==> src/rtl/core/tpkm_pkg.sv <==
// shared constants and control types for the trie keyword matcher
`timescale 1ns / 1ps
package tpkm_pkg;
  localparam int DEF_MAX_NODES = 1024;
  localparam int DEF_MAX_DEPTH = 32;

  localparam int OP_W        = 2;
  localparam int CHAR_W      = 16;
  localparam int FLAG_W      = 16;
  localparam int LEVEL_W     = 8;
  localparam int STATUS_W    = 2;
  localparam int INFO_W      = 1 + LEVEL_W + FLAG_W;
  localparam int IN_TDATA_W  = 48;
  localparam int OUT_TDATA_W = 24;

  localparam logic [OP_W-1:0] OP_INSERT = 2'd0;
  localparam logic [OP_W-1:0] OP_SEARCH = 2'd1;
  localparam logic [OP_W-1:0] OP_CLEAR  = 2'd2;

  localparam logic [STATUS_W-1:0] ST_NONE   = 2'd0;
  localparam logic [STATUS_W-1:0] ST_MATCH  = 2'd1;
  localparam logic [STATUS_W-1:0] ST_STORED = 2'd2;
  localparam logic [STATUS_W-1:0] ST_REJECT = 2'd3;

  localparam logic [1:0] SEL_CURSOR = 2'd0;
  localparam logic [1:0] SEL_SEEKER = 2'd1;
  localparam logic [1:0] SEL_ROOT   = 2'd2;

  typedef struct packed {
    logic       cap;
    logic       scan_go;
    logic [1:0] scan_sel;
    logic       ins_fail;
    logic       ins_step;
    logic       ins_fin;
    logic       seek_keep;
    logic       seek_skip;
    logic       seek_end;
    logic       root_add;
    logic       consider;
    logic       longer;
    logic       srch_fin;
    logic       clear;
    logic       emit;
  } tpkm_cmd_t;

  typedef struct packed {
    logic [OP_W-1:0] op;
    logic            last;
    logic            failed;
    logic            depth_full;
    logic            seek_more;
    logic            seek_len_full;
    logic            scan_done;
    logic            scan_hit;
    logic            out_free;
  } tpkm_sts_t;
endpackage

==> src/rtl/core/tpkm_ctrl.sv <==
// controller: sequences insert, search and clear requests over the datapath
`timescale 1ns / 1ps
module tpkm_ctrl import tpkm_pkg::*; (
  input  logic      clk,
  input  logic      rst_n,
  input  logic      in_tvalid,
  output logic      in_tready,
  input  tpkm_sts_t sts,
  output tpkm_cmd_t cmd
);
  localparam logic [3:0] S_IDLE      = 4'd0;
  localparam logic [3:0] S_DISPATCH  = 4'd1;
  localparam logic [3:0] S_INS_CHK   = 4'd2;
  localparam logic [3:0] S_INS_SCAN  = 4'd3;
  localparam logic [3:0] S_INS_FIN   = 4'd4;
  localparam logic [3:0] S_SEEK_CHK  = 4'd5;
  localparam logic [3:0] S_SEEK_SCAN = 4'd6;
  localparam logic [3:0] S_SEEK_CONS = 4'd7;
  localparam logic [3:0] S_ROOT_SCAN = 4'd8;
  localparam logic [3:0] S_ROOT_CONS = 4'd9;
  localparam logic [3:0] S_SRCH_FIN  = 4'd10;
  localparam logic [3:0] S_EMIT      = 4'd11;

  logic [3:0] state_r, state_nxt;

  assign in_tready = (state_r == S_IDLE);

  always_comb begin
    state_nxt = state_r;
    cmd       = '0;
    unique case (state_r)
      S_IDLE: begin
        if (in_tvalid) begin
          cmd.cap   = 1'b1;
          state_nxt = S_DISPATCH;
        end
      end
      S_DISPATCH: begin
        priority if (sts.op == OP_INSERT) begin
          state_nxt = S_INS_CHK;
        end else if (sts.op == OP_SEARCH) begin
          state_nxt = S_SEEK_CHK;
        end else begin
          cmd.clear = (sts.op == OP_CLEAR);
          state_nxt = S_IDLE;
        end
      end
      S_INS_CHK: begin
        if (sts.failed) begin
          state_nxt = S_INS_FIN;
        end else if (sts.depth_full) begin
          cmd.ins_fail = 1'b1;
          state_nxt    = S_INS_FIN;
        end else begin
          cmd.scan_go  = 1'b1;
          cmd.scan_sel = SEL_CURSOR;
          state_nxt    = S_INS_SCAN;
        end
      end
      S_INS_SCAN: begin
        if (sts.scan_done) begin
          cmd.ins_step = 1'b1;
          state_nxt    = S_INS_FIN;
        end
      end
      S_INS_FIN: begin
        if (sts.last) begin
          cmd.ins_fin = 1'b1;
          state_nxt   = S_EMIT;
        end else begin
          state_nxt = S_IDLE;
        end
      end
      S_SEEK_CHK: begin
        if (sts.seek_more) begin
          if (sts.seek_len_full) begin
            cmd.seek_skip = 1'b1;
          end else begin
            cmd.scan_go  = 1'b1;
            cmd.scan_sel = SEL_SEEKER;
            state_nxt    = S_SEEK_SCAN;
          end
        end else begin
          cmd.seek_end = 1'b1;
          cmd.scan_go  = 1'b1;
          cmd.scan_sel = SEL_ROOT;
          state_nxt    = S_ROOT_SCAN;
        end
      end
      S_SEEK_SCAN: begin
        if (sts.scan_done) begin
          if (sts.scan_hit) begin
            cmd.seek_keep = 1'b1;
            state_nxt     = S_SEEK_CONS;
          end else begin
            cmd.seek_skip = 1'b1;
            state_nxt     = S_SEEK_CHK;
          end
        end
      end
      S_SEEK_CONS: begin
        cmd.consider = 1'b1;
        cmd.longer   = 1'b1;
        state_nxt    = S_SEEK_CHK;
      end
      S_ROOT_SCAN: begin
        if (sts.scan_done) begin
          if (sts.scan_hit) begin
            cmd.root_add = 1'b1;
            state_nxt    = S_ROOT_CONS;
          end else begin
            state_nxt = S_SRCH_FIN;
          end
        end
      end
      S_ROOT_CONS: begin
        cmd.consider = 1'b1;
        state_nxt    = S_SRCH_FIN;
      end
      S_SRCH_FIN: begin
        if (sts.last) begin
          cmd.srch_fin = 1'b1;
          state_nxt    = S_EMIT;
        end else begin
          state_nxt = S_IDLE;
        end
      end
      S_EMIT: begin
        if (sts.out_free) begin
          cmd.emit  = 1'b1;
          state_nxt = S_IDLE;
        end
      end
      default: begin
        state_nxt = S_IDLE;
      end
    endcase
  end

  always_ff @(posedge clk) begin
    if (!rst_n) begin
      state_r <= S_IDLE;
    end else begin
      state_r <= state_nxt;
    end
  end
endmodule

==> config.mk <==
export PLATFORM = sky130hd
export DESIGN_NAME = tpkm_ctrl
export DESIGN_NICKNAME = d
export VERILOG_FILES = /design/src/rtl/core/tpkm_pkg.sv /design/src/rtl/core/tpkm_ctrl.sv
export SDC_FILE = /design/constraint.sdc
export NUM_CORES = 1
export LEC_CHECK = 0
export ABC_AREA = 0
export BUFFER_PORTS_ARGS = -buffer_cell sky130_fd_sc_hd__buf_2
export CAP_MARGIN = 40
export CELL_PAD_IN_SITES_DETAIL_PLACEMENT = 0
export CELL_PAD_IN_SITES_GLOBAL_PLACEMENT = 1
export CORE_ASPECT_RATIO = 0.6
export CORE_MARGIN = 1
export CORE_UTILIZATION = 31
export DETAILED_ROUTE_END_ITERATION = 8
export PLACE_DENSITY = 0.8
export SLEW_MARGIN = 20
export SYNTH_ARGS = -nofsm -noshare
export SYNTH_HDL_FRONTEND = slang
export SYNTH_SLANG_ARGS = --single-unit
export TNS_END_PERCENT = 5
==> constraint.sdc <==
create_clock -name clk -period 2.4 [get_ports clk]
set_clock_uncertainty 0.1 [all_clocks]
set_input_delay 0.24 -clock clk [delete_from_list [all_inputs] [get_ports clk]]
set_output_delay 0.24 -clock clk [all_outputs]
set_load 0.02 [all_outputs]
* Word level (Yosys, flattened, before mapping) *
Index checks and enable logic that the tools add are counted.
Widths: inputs -> output; s select.

word-level totals
  word-level logic and storage cells = 72
  input port bits = 13
  register bits after elaboration = 4
  output and inout port bits = 17

cells by class
  multiplexer cells = 47
  reductions and logical operators = 5
  eq/ne operators = 19

operators by type and width
  kind                count
  $mux 4              11
  $pmux 4 s11         1
  $mux 1              25
  $eq 4x3->1 const B  4
  $eq 4x4->1 const B  4
  $mux 3              5
  $ne 2x2->1 const B  5
  $eq 4x2->1 const B  2
  $mux 2              3
  $pmux 3 s2          1
  $reduce_and 6->1    1
  $eq 4x1->1 const B  1
  $logic_not 4->1     1
  $reduce_or 2->1     2
  $ne 3x3->1 const B  1
  $eq 2x1->1 const B  1
  $eq 2x2->1 const B  1
  $logic_not 2->1     1
  $pmux 1 s2          1

* Depth between registers and ports, before layout *
Gate-level depths: netlist of the first run.

  depth in word-level cells = 4
  gate-level depth with buffers = 7
  gate-level depth less buffers = 5

* Worst setup path before layout of the first run *
Ideal clock, no wire load.

  path type = register to output
  from = register state_r[2]
  to = output cmd[11] in the netlist's numbering
  buffers on the path = 1
  setup slack = 536 ps
  stages on the path, launching flop included = 4
  arrival = 1524 ps
  data required time = 2060 ps
  cells stage by stage = dfxtp_1 buf_6 or4b_4 nor3b_1

RTL lines
  what                    line              text
  from (decl)             tpkm_ctrl.sv:24   logic [3:0] state_r, state_nxt;
  from (signal assigned)  tpkm_ctrl.sv:144  state_r <= state_nxt;
  to (decl)               tpkm_ctrl.sv:9    output tpkm_cmd_t cmd

==> impl_metrics.toml, run 1 <==
[worst_hold_path]
holdPathStages = 3
min-delay-start = "rst_n"
hold_end = "state_r[1]"
hp-class = "input pin to flip-flop"

[placed_design]
placed_area_um2 = 832
routabilityCongestion = 0.841
post-place-cells = 147
place_ws_ps = 443
io_buffers = 29
dpl.hpwl_um = 1570

[grt]
grt_max_degree = 17
grt.overflow.total = 0
grt_pass1_wl_um = 3210
antenna_found_initial = 0
gr-usage-all-layers = 0.178
grt_pass1_vias = 652

[route]
ant_nets = 0
num_vias = 802
avgViaCountPerCell = 5.35
wl_per_cell_um = 13.2
drc = 0
first_pass_iters = 4
first_iter_violations = 28
drt-total-wl_um = 1980

[pwr]
vdd_drop_max_uv = 285
power.leakage_nw = 0.418
finalPower_uw = 805
powerDensity_nw_per_um2 = 942

[layout]
reg_top3 = "state_r (4)"
final_cell_mix = "buf_2, nand2_1, nor2_1"
layout.cells.non_filler = 150
layout_commonest_cell = "buf_2"
largest_reg_flops = 4
drive_gt1_frac = 0.377
n_fill_cell = 214
area_delta_synth_final_pct = 27.2
regMostFlops = "state_r"
antenna_cells = 0
finish.instance_area_um2 = 855
nets = 137

[clock_network]
post_cts_buffers = 0
cts_root_buffer = "clkbuf_4"
clockBufferDepth = 2
cts_hold_buf = 0
cts_tree = "built"
clk_pin_slew_ps = 40
cts_max_level = 1
clock_latency_ps = 240
cts_inserted_buffers = 3
cts_sinks = 4
cts.repair.resized = 0

[die]
rows = 12
die_w_um = 62.1
die_h_um = 38.1
core_area_um2 = 1940
io_pins = 30
start_util = 0.347
die_area_um2 = 2360

[yosys]
synth.distinct_cells = 43
synth_area_um2 = 672
synthFlopType = "dfxtp_1"
yosysSeqAreaShare = 0.119
async_flop_share = 0
ys_warn_count = 0
synth_area_per_cell_um2 = 7.15
synth_edf_count = 0
syn_inst = 94
synth_seq_cells = 4
syn-num-nets = 107

[worst_setup_path]
worst-setup-path-type = "flip-flop to primary output"
cpPeakStageDelay_ps = 590
r2r_slack_ps = 430
crit_chain = "or4b_4 > nor3_2 > a41o_1 > buf_2"
critPathMaxFanout = 14
critPathLaunch = "state_r[0]"
reg2reg_from = "state_r[3]"
start_kind = "flip-flop"
worstSetupEndpointType = "primary output"
worstPathRequired_ps = 2060
r2r-end = "state_r[1]"
r2r_cells = 5
critPathTopFamily = "simple AND/OR/NAND/NOR gates"
worst-path-stages = 4
cp_slowest_cell = "or4b_4"
crit_buf_inv = 1
arrival_ps = 1840

[timing]
min_period_ps = 2180
hold_viol = 0
slew_headroom = 0.663
rsz0062_at_grt = "false"
timing.final.ws_setup_ps = 223
drv_slew = 0
worst_pin_slew_ps = 504
finalSetupViolations = 0
fmax_ghz = 0.459
setup_tns_ps = 0
fin_crit_sh = 0.907

[run_status]
outcome = "finished clean"

[run]
cap_violations = 0
-- tightest hold or removal path, stage by stage --
cell and delay [ps]:
buf_2 130, o31ai_1 60, nor3_1 40
-- report_power, final --
| part | switching, mW | leakage [nW] | internal (mW) | total (mW) |
|---|---|---|---|---|
| Combinational | 0.309 | 0.372 | 0.251 | 0.560 |
| Sequential | 0.0702 | 0.0328 | 0.0894 | 0.160 |
| Clock | 0.0297 | 0.0138 | 0.0561 | 0.0857 |
| Total | 0.409 | 0.418 | 0.396 | 0.805 |
-- cell usage after synthesis (all sizes together), types with 3 or more instances --
| cell type | count | share of area |
|---|---|---|
| or2 | 3 | 0.028 |
| nor4 | 3 | 0.037 |
| clkbuf | 4 | 0.022 |
| nand2 | 10 | 0.056 |
| nor3 | 7 | 0.060 |
| a21oi | 5 | 0.037 |
| nand3b | 3 | 0.034 |
| inv | 3 | 0.017 |
| dfxtp | 4 | 0.12 |
| buf | 4 | 0.052 |
| and3 | 4 | 0.037 |
| nor2 | 8 | 0.045 |
| nor2b | 5 | 0.058 |
| nand2b | 5 | 0.047 |
-- worst max path at each step --
stage,endpoint
5_1_grt,cmd[14]
3_3_place_gp,cmd[14]
6_report,cmd[14]
4_1_cts,cmd[14]
2_1_floorplan,cmd[11]
3_5_place_dp,state_r[1]
-- area by class of cell --
cell class              count  area (um2)  share of cell area
inverters                   3        11.3              0.0132
repair buffers             33         175               0.205
flip-flops and latches      4        80.1              0.0937
multi-input cells          79         531               0.621
well taps                  28        35.0              0.0410
clock buffers               3        22.5              0.0264
-- kinds of logic after synthesis --
| family | count (synthesis) | share of synthesized area |
|---|---|---|
| AO/OA/AOI/OAI | 22 | 0.259 |
| flip-flops | 4 | 0.119 |
| multiplexers | 1 | 0.0149 |
| buffers and inverters | 11 | 0.0912 |
| AND/OR/NAND/NOR | 56 | 0.516 |
-- stage by stage --
stage	utilization	hold WS, ps
5_1_grt	0.441	174
3_3_place_gp	0.430	429
4_1_cts	0.441	170
3_5_place_dp	0.430	422
2_1_floorplan	-	271
6_report	0.441	176
-- metal layers --
layer  vias up  routed length, um  GRT usage
met5         -                  0          0
met1       367               1050      0.250
met3         0                141     0.0595
met2        30                793      0.277
met4         0                  0          0
li1        405                  -          -
Note: power is estimated with default switching activity, not from simulation.
==> inputs of run 2 (changes only) <==
- ABC_AREA: 0 -> 1
- CORE_UTILIZATION: 31 -> 24
- GPL_TIMING_DRIVEN: not set -> 0
- PLACE_DENSITY: 0.8 -> 0.76
- clock period: 2.4 -> 1.9 ns (I/O delays scaled with it)
==> impl_metrics.toml, run 2 <==
[route]
first_pass_iters = 4
drt-total-wl_um = 1570
avgViaCountPerCell = 4.32
ant_nets = 0
drc = 0
num_vias = 722
top_layer = "met3"
wl_per_cell_um = 9.41
wl_met3_um = 77
dr_wl_met2_um = 640
first_iter_violations = 17
wl_met1_um = 855

[clock_network]
clock_latency_ps = 210
clk_pin_slew_ps = 30
cts_max_level = 1
cts_inserted_buffers = 3
clockBufferDepth = 2
cts_tree = "built"
cts_root_buffer = "clkbuf_8"
cts_hold_buf = 0
cts_sinks = 4

[worst_setup_path]
critPathMaxFanout = 6
cp_slowest_cell = "dfxtp_1"
reg2reg_from = "state_r[3]"
r2r_cells = 8
r2r-end = "state_r[1]"
worst-setup-path-type = "flip-flop to primary output"
cpPeakStageDelay_ps = 420
worstSetupEndpointType = "primary output"
crit_chain = "inv_2 > nor2_4 > nand2_2 > or2_1 > inv_1 > buf_4 > buf_2"
crit_path_end = "cmd[13]"
r2r_slack_ps = 400
critPathLaunch = "state_r[0]"
arrival_ps = 1520
worstPathRequired_ps = 1610
start_kind = "flip-flop"

[yosys]
synth_area_um2 = 556
synth_edf_count = 0
syn_inst = 105
synth.largest_area_cell = "nand2_1"
yosys.area_share.adder = 0
ys_warn_count = 0
yosysMostFrequentCell = "nand2_1"
synth.distinct_cells = 19
async_flop_share = 0
synth.area.top_cells = "nand2_1, dfxtp_1, nand3_1, inv_1, nor2_1"
synth_seq_cells = 4
synthSimpleGateAreaFrac = 0.622
yosysSeqAreaShare = 0.144
synth_compound_area_frac = 0.0788
synth_top_area_frac = 0.155
synth_area_per_cell_um2 = 5.29
synthXorXnorAreaFrac = 0
synth.area.mux_share = 0
netlist_top_cells_count = "nand2_1, inv_1, nor2_1, nand3_1, nor2_2"
synth_top_family_by_area = "simple AND/OR/NAND/NOR gates"
syn-num-nets = 118
synthFlopType = "dfxtp_1"

[pwr]
power.leakage_nw = 0.476
vdd_drop_max_uv = 221
powerDensity_nw_per_um2 = 821

[grt]
grt_max_degree = 9
grt_pass1_wl_um = 2460
grt.overflow.total = 0
grt_pass1_vias = 568
antenna_found_initial = 0
gr-usage-all-layers = 0.129

[die]
die_w_um = 64.1
core_area_um2 = 2180
rows = 13
start_util = 0.255
die_h_um = 39.3
die_area_um2 = 2520
io_pins = 30

[timing]
setup_tns_ps = 0
fmax_ghz = 0.551
hold_viol = 0
min_period_ps = 1810
slew_headroom = 0.793
rsz0062_at_grt = "false"
worst_hold_slack_ps = 165
finalSetupViolations = 0
drv_slew = 0
worst_pin_slew_ps = 311
fin_crit_sh = 0.954

[layout]
antenna_cells = 0
largest_reg_flops = 4
area_delta_synth_final_pct = 41.7
drive_gt1_frac = 0.380
final_cell_mix = "buf_2, nand2_1, inv_1, nor2_1, nand3_1"
regMostFlops = "state_r"
nets = 152
reg_top3 = "state_r (4)"
layout_commonest_cell = "buf_2"

[run]
cap_violations = 0

[run_status]
outcome = "finished clean"

[placed_design]
routabilityCongestion = 0.830
dpl.hpwl_um = 1310
io_buffers = 29

[worst_hold_path]
hp-class = "input pin to flip-flop"
min-delay-start = "rst_n"
## run 2: how the worst min path moves through the flow
| stage | depth (start not counted) | to |
|---|---|---|
| 6_report | 3 | state_r[3] |
| 3_5_place_dp | 3 | state_r[3] |
| 2_1_floorplan | 2 | state_r[3] |
| 3_3_place_gp | 3 | state_r[3] |
| 4_1_cts | 3 | state_r[3] |
| 5_1_grt | 3 | state_r[2] |
## run 2: per-stage QoR
stage	instances	total power [mW]	worst slack [ps]	util	cell area [um2]
floorplan	105	0.375	328	-	556
global route	167	0.708	9.71	0.361	787
CTS	167	0.643	19.3	0.358	779
global placement	164	0.464	240	0.339	738
finish	167	0.646	86.5	0.361	787
detailed placement	164	0.464	257	0.339	738
## run 2: critical path: cells and delay by family (launching register included)
kind	cells	cell delay, ps
simple gates	3	490
flops	1	420
buf+inv	4	400
## run 2: cell type report
cell class | instances | area (um2)
fill | 257 | 1390
multi-input combinational | 79 | 394
timing repair buffer | 29 | 145
sequential | 4 | 82.6
inverter | 21 | 78.8
clock buffer | 3 | 41.3
tap | 30 | 37.5
buffer | 1 | 7.51
## run 2: logic make-up after synthesis
logic type,after synthesis
flops,4
compound gates,7
buf+inv,22
simple gates,72
## run 2: repair_timing
action / CTS / global route
setup endpoints to repair: 0 / 2
gates resized for setup: 0 / 3
buffers inserted: 0 / 0
## run 2: metal layers
layer | track usage | up-vias
met5 | 0 | -
li1 | - | 387
met4 | 0 | 0
met1 | 0.184 | 316
met2 | 0.202 | 19
met3 | 0.0378 | 0
## run 2: power by group
part	internal (mW)	switching (mW)	total (mW)
Clock	0.135	0.0383	0.173
Combinational	0.109	0.232	0.342
Sequential	0.102	0.0294	0.132
Total	0.346	0.300	0.646
==> inputs of run 3 (changes only) <==
- PLACE_DENSITY: 0.76 -> not set
- PLACE_DENSITY_LB_ADDON: not set -> 0.15
==> impl_metrics.toml, run 3 (synthesis gave the netlist of run 2 again) <==
[run_status]
outcome = "finished clean"

[layout]
final_cell_mix = "buf_2, nand2_1, inv_1, nor2_1, nand3_1"
drive_gt1_frac = 0.372
seq_area_um2 = 81.3
nets = 152
n_fill_cell = 258
largest_reg_flops = 4
antenna_cells = 0
layout_commonest_cell = "buf_2"
regMostFlops = "state_r"
multi_input_area_um2 = 394
reg_top3 = "state_r (4)"
area_delta_synth_final_pct = 41.4

[clock_network]
cts_sinks = 4
cts_root_buffer = "clkbuf_8"
cts_hold_buf = 0
cts_inserted_buffers = 3
clockBufferDepth = 2
post_cts_buffers = 0
cts_max_level = 1
cts_tree = "built"
clock_latency_ps = 210
clk_pin_slew_ps = 30

[worst_hold_path]
hp-class = "input pin to flip-flop"

[worst_setup_path]
cp_slowest_cell = "dfxtp_1"
cpPeakStageDelay_ps = 430
critPathMaxFanout = 6
worstPathRequired_ps = 1610
arrival_ps = 1530
worstSetupEndpointType = "primary output"
start_kind = "flip-flop"
worst-setup-path-type = "flip-flop to primary output"
crit_chain = "inv_2 > nor2_4 > nand2_2 > or2_1 > inv_1 > buf_4 > buf_2"

[die]
rows = 13
die_h_um = 39.3
start_util = 0.255
io_pins = 30
die_w_um = 64.1
core_area_um2 = 2180
die_area_um2 = 2520

[timing]
worst_hold_slack_ps = 159
slew_headroom = 0.787
fmax_ghz = 0.551
worst_pin_slew_ps = 319
rsz0062_at_grt = "false"
drv_slew = 0
fin_crit_sh = 0.955
finalSetupViolations = 0
min_period_ps = 1820
setup_tns_ps = 0
hold_viol = 0

[route]
drt-total-wl_um = 1560
ant_nets = 0
first_iter_violations = 18
wl_per_cell_um = 9.32
num_vias = 715
drc = 0
avgViaCountPerCell = 4.28
first_pass_iters = 4

[run]
cap_violations = 0

[grt]
grt_use_met3 = 0.0436
grt_pass1_vias = 573
grt.overflow.total = 0
grt_max_degree = 9
antenna_found_initial = 0
grt_pass1_wl_um = 2460
grt_util_met2 = 0.202
gr-usage-all-layers = 0.131
use_met1 = 0.185
grt_most_used_layer = "met2"

[placed_design]
routabilityCongestion = 0.787
io_buffers = 29
dpl.hpwl_um = 1300

[pwr]
powerDensity_nw_per_um2 = 820
vdd_drop_max_uv = 331
power.leakage_nw = 0.476
==> run 3: cell counts in the layout (fill, tap and decap cells not counted) <==
No cell type changed its count.
==> run 3: power by group <==
group / switching, mW / total, mW / leakage [nW] / internal (mW)
clock: 0.0365 / 0.171 / 0.0216 / 0.134
combinational: 0.232 / 0.341 / 0.421 / 0.109
sequential: 0.0309 / 0.133 / 0.0331 / 0.102
total: 0.299 / 0.644 / 0.476 / 0.345
==> run 3: critical path: cells and delay by family (launching register included) <==
kind                   cells  cell delay, ps
flip-flops                 1             430
buffers and inverters      4             400
AND/OR/NAND/NOR            3             490
==> run 3: metal layers <==
metal,up-vias,part of all wire
met4,0,0
li1,392,-
met5,-,0
met2,22,0.39
met3,0,0.042
met1,301,0.56
==> run 3: worst paths after layout <==
kind	startpoint	to	slack, ps	cells after the start
worst max-delay path	state_r[0]	cmd[13]	80	7
worst min-delay path	rst_n	state_r[3]	160	3
worst max register to register	state_r[1]	state_r[1]	360	9
worst min register to register	state_r[2]	state_r[2]	420	2
==> run 3: repair_timing <==
action,4_1_cts,5_1_grt
setup endpoints to repair,0,1
hold endpoints to repair,0,0
gates resized for setup,0,2
==> run 3: through the flow <==
| step | setup slack (ps) | util | instances | cell area (um2) | power (mW) |
|---|---|---|---|---|---|
| after floorplan | 328 | - | 105 | 556 | 0.375 |
| after global placement | 230 | 0.339 | 164 | 738 | 0.469 |
| after detailed placement | 238 | 0.339 | 164 | 738 | 0.466 |
| after CTS | 7.82 | 0.358 | 167 | 779 | 0.643 |
| after global routing | 1.71 | 0.361 | 167 | 786 | 0.701 |
| final | 84.7 | 0.361 | 167 | 786 | 0.644 |
==> run 3: final cells by class <==
| class | count | area share |
|---|---|---|
| inverters | 21 | 0.100 |
| clock buffers | 3 | 0.0525 |
| flip-flops and latches | 4 | 0.104 |
| well taps | 30 | 0.0478 |
| plain buffers | 1 | 0.00955 |
| multi-input cells | 79 | 0.502 |
| repair buffers | 29 | 0.185 |
